File: src/rtl/srsu_pkg.sv
// Shared constants, codes and state encoding for the sorted rank update block.
// No dependencies; compile first.
package srsu_pkg;

    // Table geometry and field widths
    localparam int MAX_IND = 64;
    localparam int IDX_W   = $clog2(MAX_IND);
    localparam int CNT_W   = IDX_W + 1;
    localparam int FIT_W   = 32;

    // Active count limits
    localparam logic [CNT_W-1:0] CNT_MIN   = CNT_W'(2);
    localparam logic [CNT_W-1:0] CNT_MAX   = CNT_W'(MAX_IND);
    localparam logic [CNT_W-1:0] CNT_RESET = CNT_W'(MAX_IND);

    // Item modes
    localparam logic MODE_UPDATE = 1'b0;
    localparam logic MODE_READ   = 1'b1;

    // Result status codes
    localparam logic STATUS_OK  = 1'b0;
    localparam logic STATUS_ERR = 1'b1;

    // Sequencer states
    typedef enum logic [3:0] {
        ST_CLR,
        ST_IDLE,
        ST_SRCH,
        ST_UP_REQ,
        ST_UP_NB,
        ST_UP_CMP,
        ST_DN_REQ,
        ST_DN_NB,
        ST_DN_CMP,
        ST_RD_NB,
        ST_RD_FIT,
        ST_DONE
    } state_t;

endpackage

File: src/rtl/srsu_if.sv
// Valid/ready channel interfaces for items in and results out.
// Depends on srsu_pkg.
interface srsu_in_if;
    import srsu_pkg::*;

    logic                    valid;
    logic                    ready;
    logic                    mode;
    logic [IDX_W-1:0]        individual_index;
    logic signed [FIT_W-1:0] new_fitness;
    logic [IDX_W-1:0]        query_position;

    modport source (output valid, mode, individual_index, new_fitness, query_position,
                    input ready);
    modport sink   (input valid, mode, individual_index, new_fitness, query_position,
                    output ready);
endinterface

interface srsu_out_if;
    import srsu_pkg::*;

    logic                    valid;
    logic                    ready;
    logic [IDX_W-1:0]        ranked_individual;
    logic signed [FIT_W-1:0] ranked_fitness;
    logic [IDX_W-1:0]        placed_rank;
    logic                    status;

    modport source (output valid, ranked_individual, ranked_fitness, placed_rank, status,
                    input ready);
    modport sink   (input valid, ranked_individual, ranked_fitness, placed_rank, status,
                    output ready);
endinterface

File: src/rtl/srsu_ram.sv
// Generic simple dual-port RAM: one write port, one read port, registered read.
// No dependencies.
module srsu_ram #(
    parameter int  WIDTH = 8,
    parameter int  DEPTH = 64,
    localparam int AW    = $clog2(DEPTH)
) (
    input  logic             clk,
    input  logic             we,
    input  logic [AW-1:0]    waddr,
    input  logic [WIDTH-1:0] wdata,
    input  logic [AW-1:0]    raddr,
    output logic [WIDTH-1:0] rdata
);

    logic [WIDTH-1:0] mem_reg [DEPTH];
    logic [WIDTH-1:0] rdata_reg;

    // Write port and registered read (read returns old data on collision)
    always_ff @(posedge clk)
    begin
        if (we)
        begin
            mem_reg[waddr] <= wdata;
        end
        rdata_reg <= mem_reg[raddr];
    end

    assign rdata = rdata_reg;

endmodule

File: src/rtl/sorted_rank_single_update.sv
// Top level of the sorted rank update block: sequencer around two RAMs.
// Depends on srsu_pkg, srsu_if (srsu_in_if, srsu_out_if) and srsu_ram.
//
// Keeps a fitness per individual (64 x 32-bit RAM) and a rank table listing
// individuals in ascending fitness order (64 x 6-bit RAM). An update writes the
// new fitness, scans the rank table for the individual (one entry per cycle),
// then bubbles it toward rank 0 past strictly larger neighbors and toward the
// end past strictly smaller ones, each move stepping through rank read,
// fitness read, then compare and write back; each direction ends with a
// failed check. A read fetches the individual at the queried rank, then its
// fitness; an out-of-range item goes straight to an error result.
// Ties keep their order. Reset and every write of active_count run a clearing
// pass over all 64 entries (ranks to identity, fitness to zero) during which
// no item is taken. active_count is clamped to 2..64. A finished result waits
// in an output register, so the next item may be taken before it is collected.
module sorted_rank_single_update (
    input  logic                       clk,
    input  logic                       rst_n,
    input  logic                       cfg_we,
    input  logic [srsu_pkg::CNT_W-1:0] cfg_wdata,
    srsu_in_if.sink                    req,
    srsu_out_if.source                 rsp
);
    import srsu_pkg::*;

    // Control registers
    state_t           state_reg,  state_next;
    logic [CNT_W-1:0] active_reg, active_next;
    logic [IDX_W-1:0] clr_reg,    clr_next;
    logic             out_valid_reg, out_valid_next;

    // Working registers
    logic [IDX_W-1:0]        scan_reg, scan_next;
    logic [IDX_W-1:0]        pos_reg,  pos_next;
    logic [IDX_W-1:0]        nb_reg,   nb_next;
    logic [IDX_W-1:0]        idx_reg,  idx_next;
    logic signed [FIT_W-1:0] fit_reg,  fit_next;
    logic                    upd_reg,  upd_next;
    logic                    err_reg,  err_next;

    // Output payload registers
    logic [IDX_W-1:0]        out_ind_reg, out_ind_next;
    logic signed [FIT_W-1:0] out_fit_reg, out_fit_next;
    logic [IDX_W-1:0]        out_pos_reg, out_pos_next;
    logic                    out_st_reg,  out_st_next;

    // RAM ports
    logic             rank_we;
    logic [IDX_W-1:0] rank_waddr, rank_wdata, rank_raddr, rank_rdata;
    logic             fit_we;
    logic [IDX_W-1:0] fit_waddr, fit_raddr;
    logic [FIT_W-1:0] fit_wdata, fit_rdata;

    // Decoded conditions
    logic             in_xfer;
    logic             in_err;
    logic             out_free;
    logic             nb_larger;
    logic             nb_smaller;
    logic             at_last;
    logic             found;

    srsu_ram #(.WIDTH(IDX_W), .DEPTH(MAX_IND)) u_rank_ram (
        .clk   (clk),
        .we    (rank_we),
        .waddr (rank_waddr),
        .wdata (rank_wdata),
        .raddr (rank_raddr),
        .rdata (rank_rdata)
    );

    srsu_ram #(.WIDTH(FIT_W), .DEPTH(MAX_IND)) u_fit_ram (
        .clk   (clk),
        .we    (fit_we),
        .waddr (fit_waddr),
        .wdata (fit_wdata),
        .raddr (fit_raddr),
        .rdata (fit_rdata)
    );

    // Conditions
    assign in_xfer    = req.valid && req.ready;
    assign in_err     = (req.mode == MODE_UPDATE)
                        ? ({1'b0, req.individual_index} >= active_reg)
                        : ({1'b0, req.query_position} >= active_reg);
    assign out_free   = !out_valid_reg || rsp.ready;
    assign nb_larger  = $signed(fit_rdata) > fit_reg;
    assign nb_smaller = fit_reg > $signed(fit_rdata);
    assign at_last    = ({1'b0, pos_reg} + CNT_W'(1)) >= active_reg;
    assign found      = rank_rdata == idx_reg;

    // Next state
    always_comb
    begin
        state_next = state_reg;
        unique case (state_reg)
            ST_CLR:
            begin
                if (clr_reg == IDX_W'(MAX_IND - 1))
                begin
                    state_next = ST_IDLE;
                end
            end
            ST_IDLE:
            begin
                if (in_xfer)
                begin
                    if (in_err)
                    begin
                        state_next = ST_DONE;
                    end
                    else if (req.mode == MODE_UPDATE)
                    begin
                        state_next = ST_SRCH;
                    end
                    else
                    begin
                        state_next = ST_RD_NB;
                    end
                end
            end
            ST_SRCH:   state_next = found ? ST_UP_REQ : ST_SRCH;
            ST_UP_REQ: state_next = (pos_reg == '0) ? ST_DN_REQ : ST_UP_NB;
            ST_UP_NB:  state_next = ST_UP_CMP;
            ST_UP_CMP: state_next = nb_larger ? ST_UP_REQ : ST_DN_REQ;
            ST_DN_REQ: state_next = at_last ? ST_DONE : ST_DN_NB;
            ST_DN_NB:  state_next = ST_DN_CMP;
            ST_DN_CMP: state_next = nb_smaller ? ST_DN_REQ : ST_DONE;
            ST_RD_NB:  state_next = ST_RD_FIT;
            ST_RD_FIT: state_next = ST_DONE;
            ST_DONE:   state_next = out_free ? ST_IDLE : ST_DONE;
            default:   state_next = ST_CLR;
        endcase
        // A configuration write restarts the clearing pass
        if (cfg_we)
        begin
            state_next = ST_CLR;
        end
    end

    // RAM controls and input ready
    always_comb
    begin
        req.ready  = 1'b0;
        rank_we    = 1'b0;
        rank_waddr = pos_reg;
        rank_wdata = nb_reg;
        rank_raddr = '0;
        fit_we     = 1'b0;
        fit_waddr  = req.individual_index;
        fit_wdata  = req.new_fitness;
        fit_raddr  = rank_rdata;
        unique case (state_reg)
            ST_CLR:
            begin
                rank_we    = 1'b1;
                rank_waddr = clr_reg;
                rank_wdata = clr_reg;
                fit_we     = 1'b1;
                fit_waddr  = clr_reg;
                fit_wdata  = '0;
            end
            ST_IDLE:
            begin
                req.ready  = 1'b1;
                fit_we     = in_xfer && !in_err && (req.mode == MODE_UPDATE);
                rank_raddr = (req.mode == MODE_UPDATE) ? '0 : req.query_position;
            end
            ST_SRCH:   rank_raddr = scan_reg + IDX_W'(1);
            ST_UP_REQ: rank_raddr = pos_reg - IDX_W'(1);
            ST_UP_CMP: rank_we    = nb_larger;
            ST_DN_REQ: rank_raddr = pos_reg + IDX_W'(1);
            ST_DN_CMP: rank_we    = nb_smaller;
            ST_DONE:
            begin
                // Drop the moved individual into its final slot
                rank_we    = upd_reg && !err_reg;
                rank_wdata = idx_reg;
            end
            ST_UP_NB, ST_DN_NB, ST_RD_NB, ST_RD_FIT:
            begin
            end
            default:
            begin
            end
        endcase
    end

    // Working register updates
    always_comb
    begin
        active_next    = active_reg;
        clr_next       = clr_reg;
        out_valid_next = out_valid_reg;
        scan_next      = scan_reg;
        pos_next       = pos_reg;
        nb_next        = nb_reg;
        idx_next       = idx_reg;
        fit_next       = fit_reg;
        upd_next       = upd_reg;
        err_next       = err_reg;
        out_ind_next   = out_ind_reg;
        out_fit_next   = out_fit_reg;
        out_pos_next   = out_pos_reg;
        out_st_next    = out_st_reg;

        if (out_valid_reg && rsp.ready)
        begin
            out_valid_next = 1'b0;
        end

        unique case (state_reg)
            ST_CLR:
            begin
                clr_next = clr_reg + IDX_W'(1);
            end
            ST_IDLE:
            begin
                if (in_xfer)
                begin
                    upd_next  = req.mode == MODE_UPDATE;
                    err_next  = in_err;
                    idx_next  = req.individual_index;
                    fit_next  = req.new_fitness;
                    pos_next  = req.query_position;
                    scan_next = '0;
                end
            end
            ST_SRCH:
            begin
                if (found)
                begin
                    pos_next = scan_reg;
                end
                else
                begin
                    scan_next = scan_reg + IDX_W'(1);
                end
            end
            ST_UP_NB, ST_DN_NB:
            begin
                nb_next = rank_rdata;
            end
            ST_UP_CMP:
            begin
                if (nb_larger)
                begin
                    pos_next = pos_reg - IDX_W'(1);
                end
            end
            ST_DN_CMP:
            begin
                if (nb_smaller)
                begin
                    pos_next = pos_reg + IDX_W'(1);
                end
            end
            ST_RD_NB:
            begin
                idx_next = rank_rdata;
            end
            ST_RD_FIT:
            begin
                fit_next = $signed(fit_rdata);
            end
            ST_DONE:
            begin
                if (out_free)
                begin
                    out_valid_next = 1'b1;
                    out_st_next    = err_reg ? STATUS_ERR : STATUS_OK;
                    out_ind_next   = err_reg ? '0 : idx_reg;
                    out_fit_next   = err_reg ? '0 : fit_reg;
                    out_pos_next   = err_reg ? '0 : pos_reg;
                end
            end
            ST_UP_REQ, ST_DN_REQ:
            begin
            end
            default:
            begin
            end
        endcase

        // Active count write with clamping
        if (cfg_we)
        begin
            clr_next = '0;
            priority if (cfg_wdata < CNT_MIN)
            begin
                active_next = CNT_MIN;
            end
            else if (cfg_wdata > CNT_MAX)
            begin
                active_next = CNT_MAX;
            end
            else
            begin
                active_next = cfg_wdata;
            end
        end
    end

    // Control registers
    always_ff @(posedge clk or negedge rst_n)
    begin
        if (!rst_n)
        begin
            state_reg     <= ST_CLR;
            active_reg    <= CNT_RESET;
            clr_reg       <= '0;
            out_valid_reg <= 1'b0;
        end
        else
        begin
            state_reg     <= state_next;
            active_reg    <= active_next;
            clr_reg       <= clr_next;
            out_valid_reg <= out_valid_next;
        end
    end

    // Payload registers
    always_ff @(posedge clk)
    begin
        scan_reg    <= scan_next;
        pos_reg     <= pos_next;
        nb_reg      <= nb_next;
        idx_reg     <= idx_next;
        fit_reg     <= fit_next;
        upd_reg     <= upd_next;
        err_reg     <= err_next;
        out_ind_reg <= out_ind_next;
        out_fit_reg <= out_fit_next;
        out_pos_reg <= out_pos_next;
        out_st_reg  <= out_st_next;
    end

    // Result channel
    assign rsp.valid             = out_valid_reg;
    assign rsp.ranked_individual = out_ind_reg;
    assign rsp.ranked_fitness    = out_fit_reg;
    assign rsp.placed_rank       = out_pos_reg;
    assign rsp.status            = out_st_reg;

    // Checks
    a_ok_pos_in_range: assert property (@(posedge clk) disable iff (!rst_n)
        (rsp.valid && rsp.status == STATUS_OK) |-> ({1'b0, rsp.placed_rank} < active_reg))
        else $error("reported rank position beyond active count");

    a_scan_in_range: assert property (@(posedge clk) disable iff (!rst_n)
        (state_reg == ST_SRCH) |-> ({1'b0, scan_reg} < active_reg))
        else $error("rank scan ran past active entries");

    a_move_in_range: assert property (@(posedge clk) disable iff (!rst_n)
        (state_reg == ST_UP_CMP || state_reg == ST_DN_CMP) |-> ({1'b0, pos_reg} < active_reg))
        else $error("bubbling position beyond active count");

    a_cfg_clears: assert property (@(posedge clk) disable iff (!rst_n)
        cfg_we |=> (state_reg == ST_CLR && clr_reg == '0))
        else $error("active count write did not start clearing pass");

endmodule
File: src/flat_wrapper.sv
// flat-port wrapper written by rule: the top's interface ports become plain ports
module sorted_rank_single_update_flat import srsu_pkg::*;
  (clk, rst_n, cfg_we, cfg_wdata, req_valid, req_mode, req_individual_index, req_new_fitness, req_query_position, req_ready, rsp_valid, rsp_ranked_individual, rsp_ranked_fitness, rsp_placed_rank, rsp_status, rsp_ready);
  srsu_in_if req_i ();
  srsu_out_if rsp_i ();
  input  logic clk;
  input  logic rst_n;
  input  logic cfg_we;
  input  logic [srsu_pkg::CNT_W-1:0] cfg_wdata;
  input wire logic [$bits(req_i.valid)-1:0] req_valid;
  input wire logic [$bits(req_i.mode)-1:0] req_mode;
  input wire logic [$bits(req_i.individual_index)-1:0] req_individual_index;
  input wire logic [$bits(req_i.new_fitness)-1:0] req_new_fitness;
  input wire logic [$bits(req_i.query_position)-1:0] req_query_position;
  output wire logic [$bits(req_i.ready)-1:0] req_ready;
  output wire logic [$bits(rsp_i.valid)-1:0] rsp_valid;
  output wire logic [$bits(rsp_i.ranked_individual)-1:0] rsp_ranked_individual;
  output wire logic [$bits(rsp_i.ranked_fitness)-1:0] rsp_ranked_fitness;
  output wire logic [$bits(rsp_i.placed_rank)-1:0] rsp_placed_rank;
  output wire logic [$bits(rsp_i.status)-1:0] rsp_status;
  input wire logic [$bits(rsp_i.ready)-1:0] rsp_ready;
  assign req_i.valid = req_valid;
  assign req_i.mode = req_mode;
  assign req_i.individual_index = req_individual_index;
  assign req_i.new_fitness = req_new_fitness;
  assign req_i.query_position = req_query_position;
  assign req_ready = req_i.ready;
  assign rsp_valid = rsp_i.valid;
  assign rsp_ranked_individual = rsp_i.ranked_individual;
  assign rsp_ranked_fitness = rsp_i.ranked_fitness;
  assign rsp_placed_rank = rsp_i.placed_rank;
  assign rsp_status = rsp_i.status;
  assign rsp_i.ready = rsp_ready;
  sorted_rank_single_update u_core (.clk(clk), .rst_n(rst_n), .cfg_we(cfg_we), .cfg_wdata(cfg_wdata), .req(req_i), .rsp(rsp_i));
endmodule
File: config.mk
export PLATFORM = sky130hd
export DESIGN_NAME = sorted_rank_single_update_flat
export DESIGN_NICKNAME = d
export VERILOG_FILES = /design/src/rtl/srsu_pkg.sv /design/src/rtl/srsu_if.sv /design/src/rtl/srsu_ram.sv /design/src/rtl/sorted_rank_single_update.sv /design/src/flat_wrapper.sv
export SDC_FILE = /design/constraint.sdc
export NUM_CORES = 2
export LEC_CHECK = 0
export BUFFER_PORTS_ARGS = -buffer_cell sky130_fd_sc_hd__buf_2
export CAP_MARGIN = 25
export CORE_MARGIN = 2
export CORE_UTILIZATION = 45
export CTS_CLUSTER_DIAMETER = 100
export DETAILED_ROUTE_END_ITERATION = 8
export GPL_TIMING_DRIVEN = 0
export PLACE_DENSITY = 0.61
export SKIP_LAST_GASP = 1
export SLEW_MARGIN = 5
export SYNTH_ARGS = -nofsm -noshare
export SYNTH_HDL_FRONTEND = slang
export SYNTH_SLANG_ARGS = --single-unit
File: constraint.sdc
create_clock -name clk -period 5.6 [get_ports clk]
set_input_delay 0.28 -clock clk [delete_from_list [all_inputs] [get_ports clk]]
set_output_delay 0.28 -clock clk [all_outputs]
set_load 0.02 [all_outputs]
* Word-level counts from Yosys, hierarchy flattened *
Memories as Yosys holds them, arrays and structs flattened. A register that Yosys moved wholly into a read port is not among the register bits.
Index checks and enable logic that the tools add are counted.

operators by class
  bitwise gates (word level) = 1
  muxes and demuxes = 46
  $add $sub $neg = 5
  reduce and logical (&&, ||, !) cells = 24
  divide/modulo/power cells = 0
  multiply operators = 0
  equality and inequality tests = 20
  shifts and indexed selects = 0
  $lt $le $gt $ge = 7

operator list
  kind                   count
  $mux W6                12
  $gt A32 B32 Y1         2
  $mux W32               2
  $pmux W32 S2           1
  $pmux W4 S12           1
  $pmux W6 S4            2
  $pmux W6 S2            3
  $mux W4                8
  $add A6 B1 Y6 const B  3
  $eq A4 B3 Y1 const B   4
  $eq A4 B4 Y1 const B   4
  $ge A6 B7 Y1           2
  $mux W7                2
  $mux W1                11
  $reduce_and A2 Y1      5
  $eq A4 B2 Y1 const B   2
  $ne A2 B1 Y1 const B   4
  $reduce_bool A2 Y1     4
  $add A6 B1 Y7 const B  1
  $ge A7 B7 Y1           1
  $gt A7 B7 Y1 const B   1
  $lt A7 B2 Y1 const B   1
  $eq A6 B6 Y1           1
  $eq A6 B6 Y1 const B   1
  18 further kinds       25

storage, ports and cells
  memory bits (read-only) = 0
  register bits = 121
  input port bits = 57
  latch bits = 0
  memories = 2
  output and inout bits = 47
  memory bits (writable) = 2,432

memory list
  memory                     depth  bits a word  read ports  clocked after memory_dff  wr ports  RTL line        RTL
  u_core.u_fit_ram.mem_reg   64     32           1           1                         1         srsu_ram.sv:16  logic [WIDTH-1:0] mem_reg [DEPTH];
  u_core.u_rank_ram.mem_reg  64     6            1           1                         1         srsu_ram.sv:16

* Longest topological paths before layout *
  depth in word-level cells = 8
  mapped depth = 15
  gate-level depth less buffers = 11

* By module *
Synthesis repeated with hierarchy kept, for this count alone.

unflattened totals
  cells, all modules = 4,771
  area total of the unflattened synthesis = 100,968.1 sq um

modules (own cells, without submodules)
  module                        area each (sq um)  times used  sequential area each (sq um)  cells an instance
  srsu_ram (u_core.u_fit_ram)   78,515.3           1           62,139.6                      3,324
  srsu_ram (u_core.u_rank_ram)  15,225.9           1           11,651.2                      720
  sorted_rank_single_update     7,226.9            1           3,544.6                       727

* Worst setup path before layout *
No wires, ideal clock.

  kind = register -> register
  start = reg u_core.state_reg[0]
  end = mem u_core.u_fit_ram.mem_reg[44][0] (netlist name), enable pin
  arrival = 4.401 ns
  path buffers = 4
  cell stages (with the launch flop) = 9
  path slack = 0.738 ns
  path through = dfrtp_1 buf_2 buf_1 nor4_2 nand2_1 a21boi_0 clkbuf_1 clkbuf_1 nor3_1

on the way
  longest elaborated chain between the ends = 8

ends and longest elaborated chain
  item                               RTL line                          RTL
  start: declaration                 sorted_rank_single_update.sv:27   state_t state_reg, state_next;
  start signal: assignment           sorted_rank_single_update.sv:316  state_reg <= state_next;
  $eq A4 B1 Y1                       sorted_rank_single_update.sv:153  unique case (state_reg)
  $mux W1                            sorted_rank_single_update.sv:153
  $logic_and A1 B1 Y1                sorted_rank_single_update.sv:82   assign in_xfer = req.valid && req.ready;
  $logic_and A1 B1 Y1 (2 in series)  sorted_rank_single_update.sv:166  fit_we = in_xfer && !in_err && (req.mode == MODE_UPDATE);
  $pmux W1 S2                        sorted_rank_single_update.sv:153
  $mux W1                            srsu_ram.sv:22                    if (we)
  $mux W1 (implied by the code)      srsu_ram.sv:24                    mem_reg[waddr] <= wdata;
  end: declaration                   srsu_ram.sv:16

Several ways; a longest one is shown, not always the timed one.

* Worst setup path after layout *
  start = reg u_core.active_reg[0]
  end = mem u_core.u_fit_ram.mem_reg[22][0] (netlist name), enable pin

on the way
  longest elaborated chain between the ends = 8

ends and longest elaborated chain
  item                                 RTL line                                                          RTL
  start: declaration                   sorted_rank_single_update.sv:28                                   logic [CNT_W-1:0] active_reg, active_next;
  start signal: assignment             sorted_rank_single_update.sv:317                                  active_reg <= active_next;
  $ge A6 B7 Y1 (on tied branches)      sorted_rank_single_update.sv:84, sorted_rank_single_update.sv:85
  $mux W1 *                            sorted_rank_single_update.sv:84                                   ? ({1'b0, req.individual_index} >= active_reg)
  $logic_not A1 Y1 *                   sorted_rank_single_update.sv:166
  $logic_and A1 B1 Y1 * (2 in series)  sorted_rank_single_update.sv:166
  $pmux W1 S2 *                        sorted_rank_single_update.sv:153
  $mux W1 *                            srsu_ram.sv:22
  $mux W1 (implied by the code) *      srsu_ram.sv:24

Every way passes the cells marked *; elsewhere a longest branch is shown, timed or not.

==> results.cfg <==
[sta]
final_hold_viol_count = 0
maxSlewHeadroom_pct = 23.81
min_period_ns = 5.298
fin_worst_skew_ns = 0.05997
timing.fmax_ghz = 0.1888
tightest_slew_ns = 1.134
slew_viol_final = 0
rsz0062_at_grt = false
worst_slack_ns = 0.3022
finalCritPeriodShare_pct = 94.60
setup_violations = 0

[worst_setup_path]
slowest_stage = nor3_2
critPathKind = flip-flop to flip-flop
crit_required_ns = 6.17
cp_slowest_stage_delay_ns = 0.92
r2r_slack_ns = 0.30
worst-path-max-fanout = 10
arrival_ns = 5.87
r2r_cells = 14
worstPathBufferInverterCount = 5
r2r-end = u_core.u_fit_ram.mem_reg[22][0]
crit_path_end_kind = flip-flop
r2r-start = u_core.active_reg[0]
crit_chain = ha_1 -> nand2b_1 -> a21o_1 -> a21o_1 -> a21oi_1 -> o22ai_1 -> nor3_1 -> a21boi_0 -> clkbuf_1 -> clkbuf_1 -> nor3_2 -> buf_4 -> buf_6 -> buf_4
cpLargestDelayFamily = buffers and inverters
start_kind = flip-flop

[yosys]
ys_seq_area_share_pct = 76.16
ys_ff_latch = 2591
syn_inst = 4879
synthArstFlopShare_pct = 0.6947
synth-main-ff-cell = edfxtp_1
syn_area_per_cell_sq_um = 20.81
yosysUniqueCellTypes = 79
ys_warn_count = 0
synth_edf_count = 2535
netlist_area_sq_um = 101500
postSynthNetCount = 4992

[route]
ant_nets = 0
wl_mm = 292.6
drt_first_pass_iters = 6
drcViolationCount = 0
viasPerCell = 6.117
wl_per_cell_um = 32.97
vias = 54280
drt_iter0_markers = 7835

[floorplan]
die_w_um = 479.0
rows = 174
initial_core_util_pct = 45.20
die-height_um = 479.0
die_area_sq_um = 229500
coreArea_sq_um = 224700
io_pins = 104

[grt]
grt_max_degree = 65
grt_pass1_wl_mm = 408.6
grt_pass1_vias = 53040
grt_usage_pct = 25.37
antenna_found_initial = 19
grt_remaining_overflow = 0

[worst_hold_path]
hold_path_class = input port to flip-flop
holdPathEnd = u_core.fit_reg[10]
hold_start = req_new_fitness[10]
whs_path_depth = 3

[run_status]
status = completed

[layout]
stdcell_count = 8874
fillers = 17480
drive_gt1_share_pct = 29.91
multi_input_area_sq_um = 23240
final_cell_mix = 2535 x edfxtp_1, 682 x mux4_2, 372 x nand2_1
area_growth_pct = 17.58
nets = 5793
largest_reg_flops = 2048
final_common_cell = edfxtp_1
register_area_sq_um = 77340

[clock_tree]
cts_made_buffers = 286
clk_latency_ns = 0.92
htreeDepth = 5
clock_sinks = 2591
ctsResizeCount = 0
post_cts_buffers = 0
root_buffer = clkbuf_16
hold_buffers = 68
cts_tree = done
clk_path_buf_depth = 4
clk_pin_slew_ns = 0.06

[placement]
globalplace.congestion = 0.9181
placed_cells = 8264
place_ws_ns = 0.1926
io_buffers = 103
hpwl_mm = 206.0

[power_and_ir_drop]
vdd_drop_max_v = 0.0002982
p_per_area_nw_per_um2 = 362.5
leakage_nw = 41.11

[flow_run]
max_cap_viol_count = 0
-- cells by family after synthesis --
group | synth area share, %
AND/OR/NAND/NOR | 4.021
multiplexers | 15.80
AO/OA/AOI/OAI | 1.720
adder cells (fa/ha/maj) | 0.6900
buffers and inverters | 1.402
XOR/XNOR | 0.2070
flip-flops | 76.16
-- per-layer routing --
layer  vias up  GRT usage, %  routed length [um]
met5         -             0                   0
met4         0         9.621               12010
met3       548         5.239               29400
met2      2989         39.29              136800
met1     28940         35.71              114400
li1      21810             -                   -
-- report_power, final --
| group | switching [mW] | internal (mW) |
|---|---|---|
| registers | 0.103 | 21.2 |
| clock network | 7.37 | 10.4 |
| logic | 2.41 | 1.77 |
-- worst max path at each step --
stage,start,end,slack (ns),cells past startpoint
CTS,u_core.state_reg[0],u_core.u_fit_ram.mem_reg[22][0],0.28,11
detailed placement,req_individual_index[0],u_core.u_fit_ram.mem_reg[22][3],0.19,16
finish,u_core.active_reg[0],u_core.u_fit_ram.mem_reg[22][0],0.30,14
global route,u_core.active_reg[0],u_core.u_fit_ram.mem_reg[22][0],0.15,14
floorplan,u_core.state_reg[0],u_core.u_fit_ram.mem_reg[44][0],0.74,8
global placement,req_individual_index[0],u_core.u_fit_ram.mem_reg[54][3],-3.44,13
-- cells in the mapped netlist, drive strengths merged, types with 12 or more instances --
| library cell | instances | area share, % |
|---|---|---|
| mux2i | 25 | 0.25 |
| inv | 56 | 0.21 |
| ha | 56 | 0.69 |
| nand3b | 14 | 0.10 |
| dfrtp | 17 | 0.42 |
| mux2 | 38 | 0.43 |
| edfxtp | 2535 | 75 |
| nor2b | 14 | 0.086 |
| a21o | 16 | 0.12 |
| a31oi | 29 | 0.18 |
| nand3 | 142 | 0.70 |
| dfxtp | 38 | 0.75 |
| xnor2 | 12 | 0.10 |
| o21ai | 28 | 0.14 |
| clkbuf | 138 | 0.51 |
| nor2 | 92 | 0.35 |
| mux4 | 682 | 15 |
| nor3 | 135 | 0.67 |
| and3 | 25 | 0.15 |
| and2 | 38 | 0.24 |
| xor2 | 12 | 0.10 |
| a21oi | 77 | 0.38 |
| buf | 132 | 0.68 |
| nand2 | 373 | 1.4 |
-- per-stage QoR --
step / total power, mW / hold WS, ns / TNS (ns) / util (%) / instance area (sq um)
2_1_floorplan: 24.00 / -0.01559 / 0 / - / 101500
3_3_place_gp: 25.66 / 0.2706 / -5672.17 / 47.09 / 105800
3_5_place_dp: 25.81 / 0.2830 / 0 / 48.75 / 109500
4_1_cts: 43.42 / 0.1756 / 0 / 52.91 / 118900
5_1_grt: 44.36 / 0.2089 / 0 / 53.14 / 119400
6_report: 43.29 / 0.2268 / 0 / 53.14 / 119400
-- worst reg2reg max path: cells and delay by family (launching register included) --
family	cells	cell delay, ns
buffers and inverters	5	1.64
AND/OR/NAND/NOR	3	1.47
AO/OA/AOI/OAI	5	1.11
flip-flops	1	0.45
adder cells (fa/ha/maj)	1	0.30
-- cell type report --
class / instances / area share [%]
plain buffers: 270 / 1.028
clock buffers: 365 / 6.418
well taps: 2992 / 3.135
multi-input cells: 1961 / 19.46
flip-flops and latches: 2591 / 64.77
inverters: 57 / 0.1792
repair buffers: 513 / 4.153
diodes: 7 / 0.01467
clock inverters: 118 / 0.8404
Note: power is estimated with default switching activity, not from simulation.
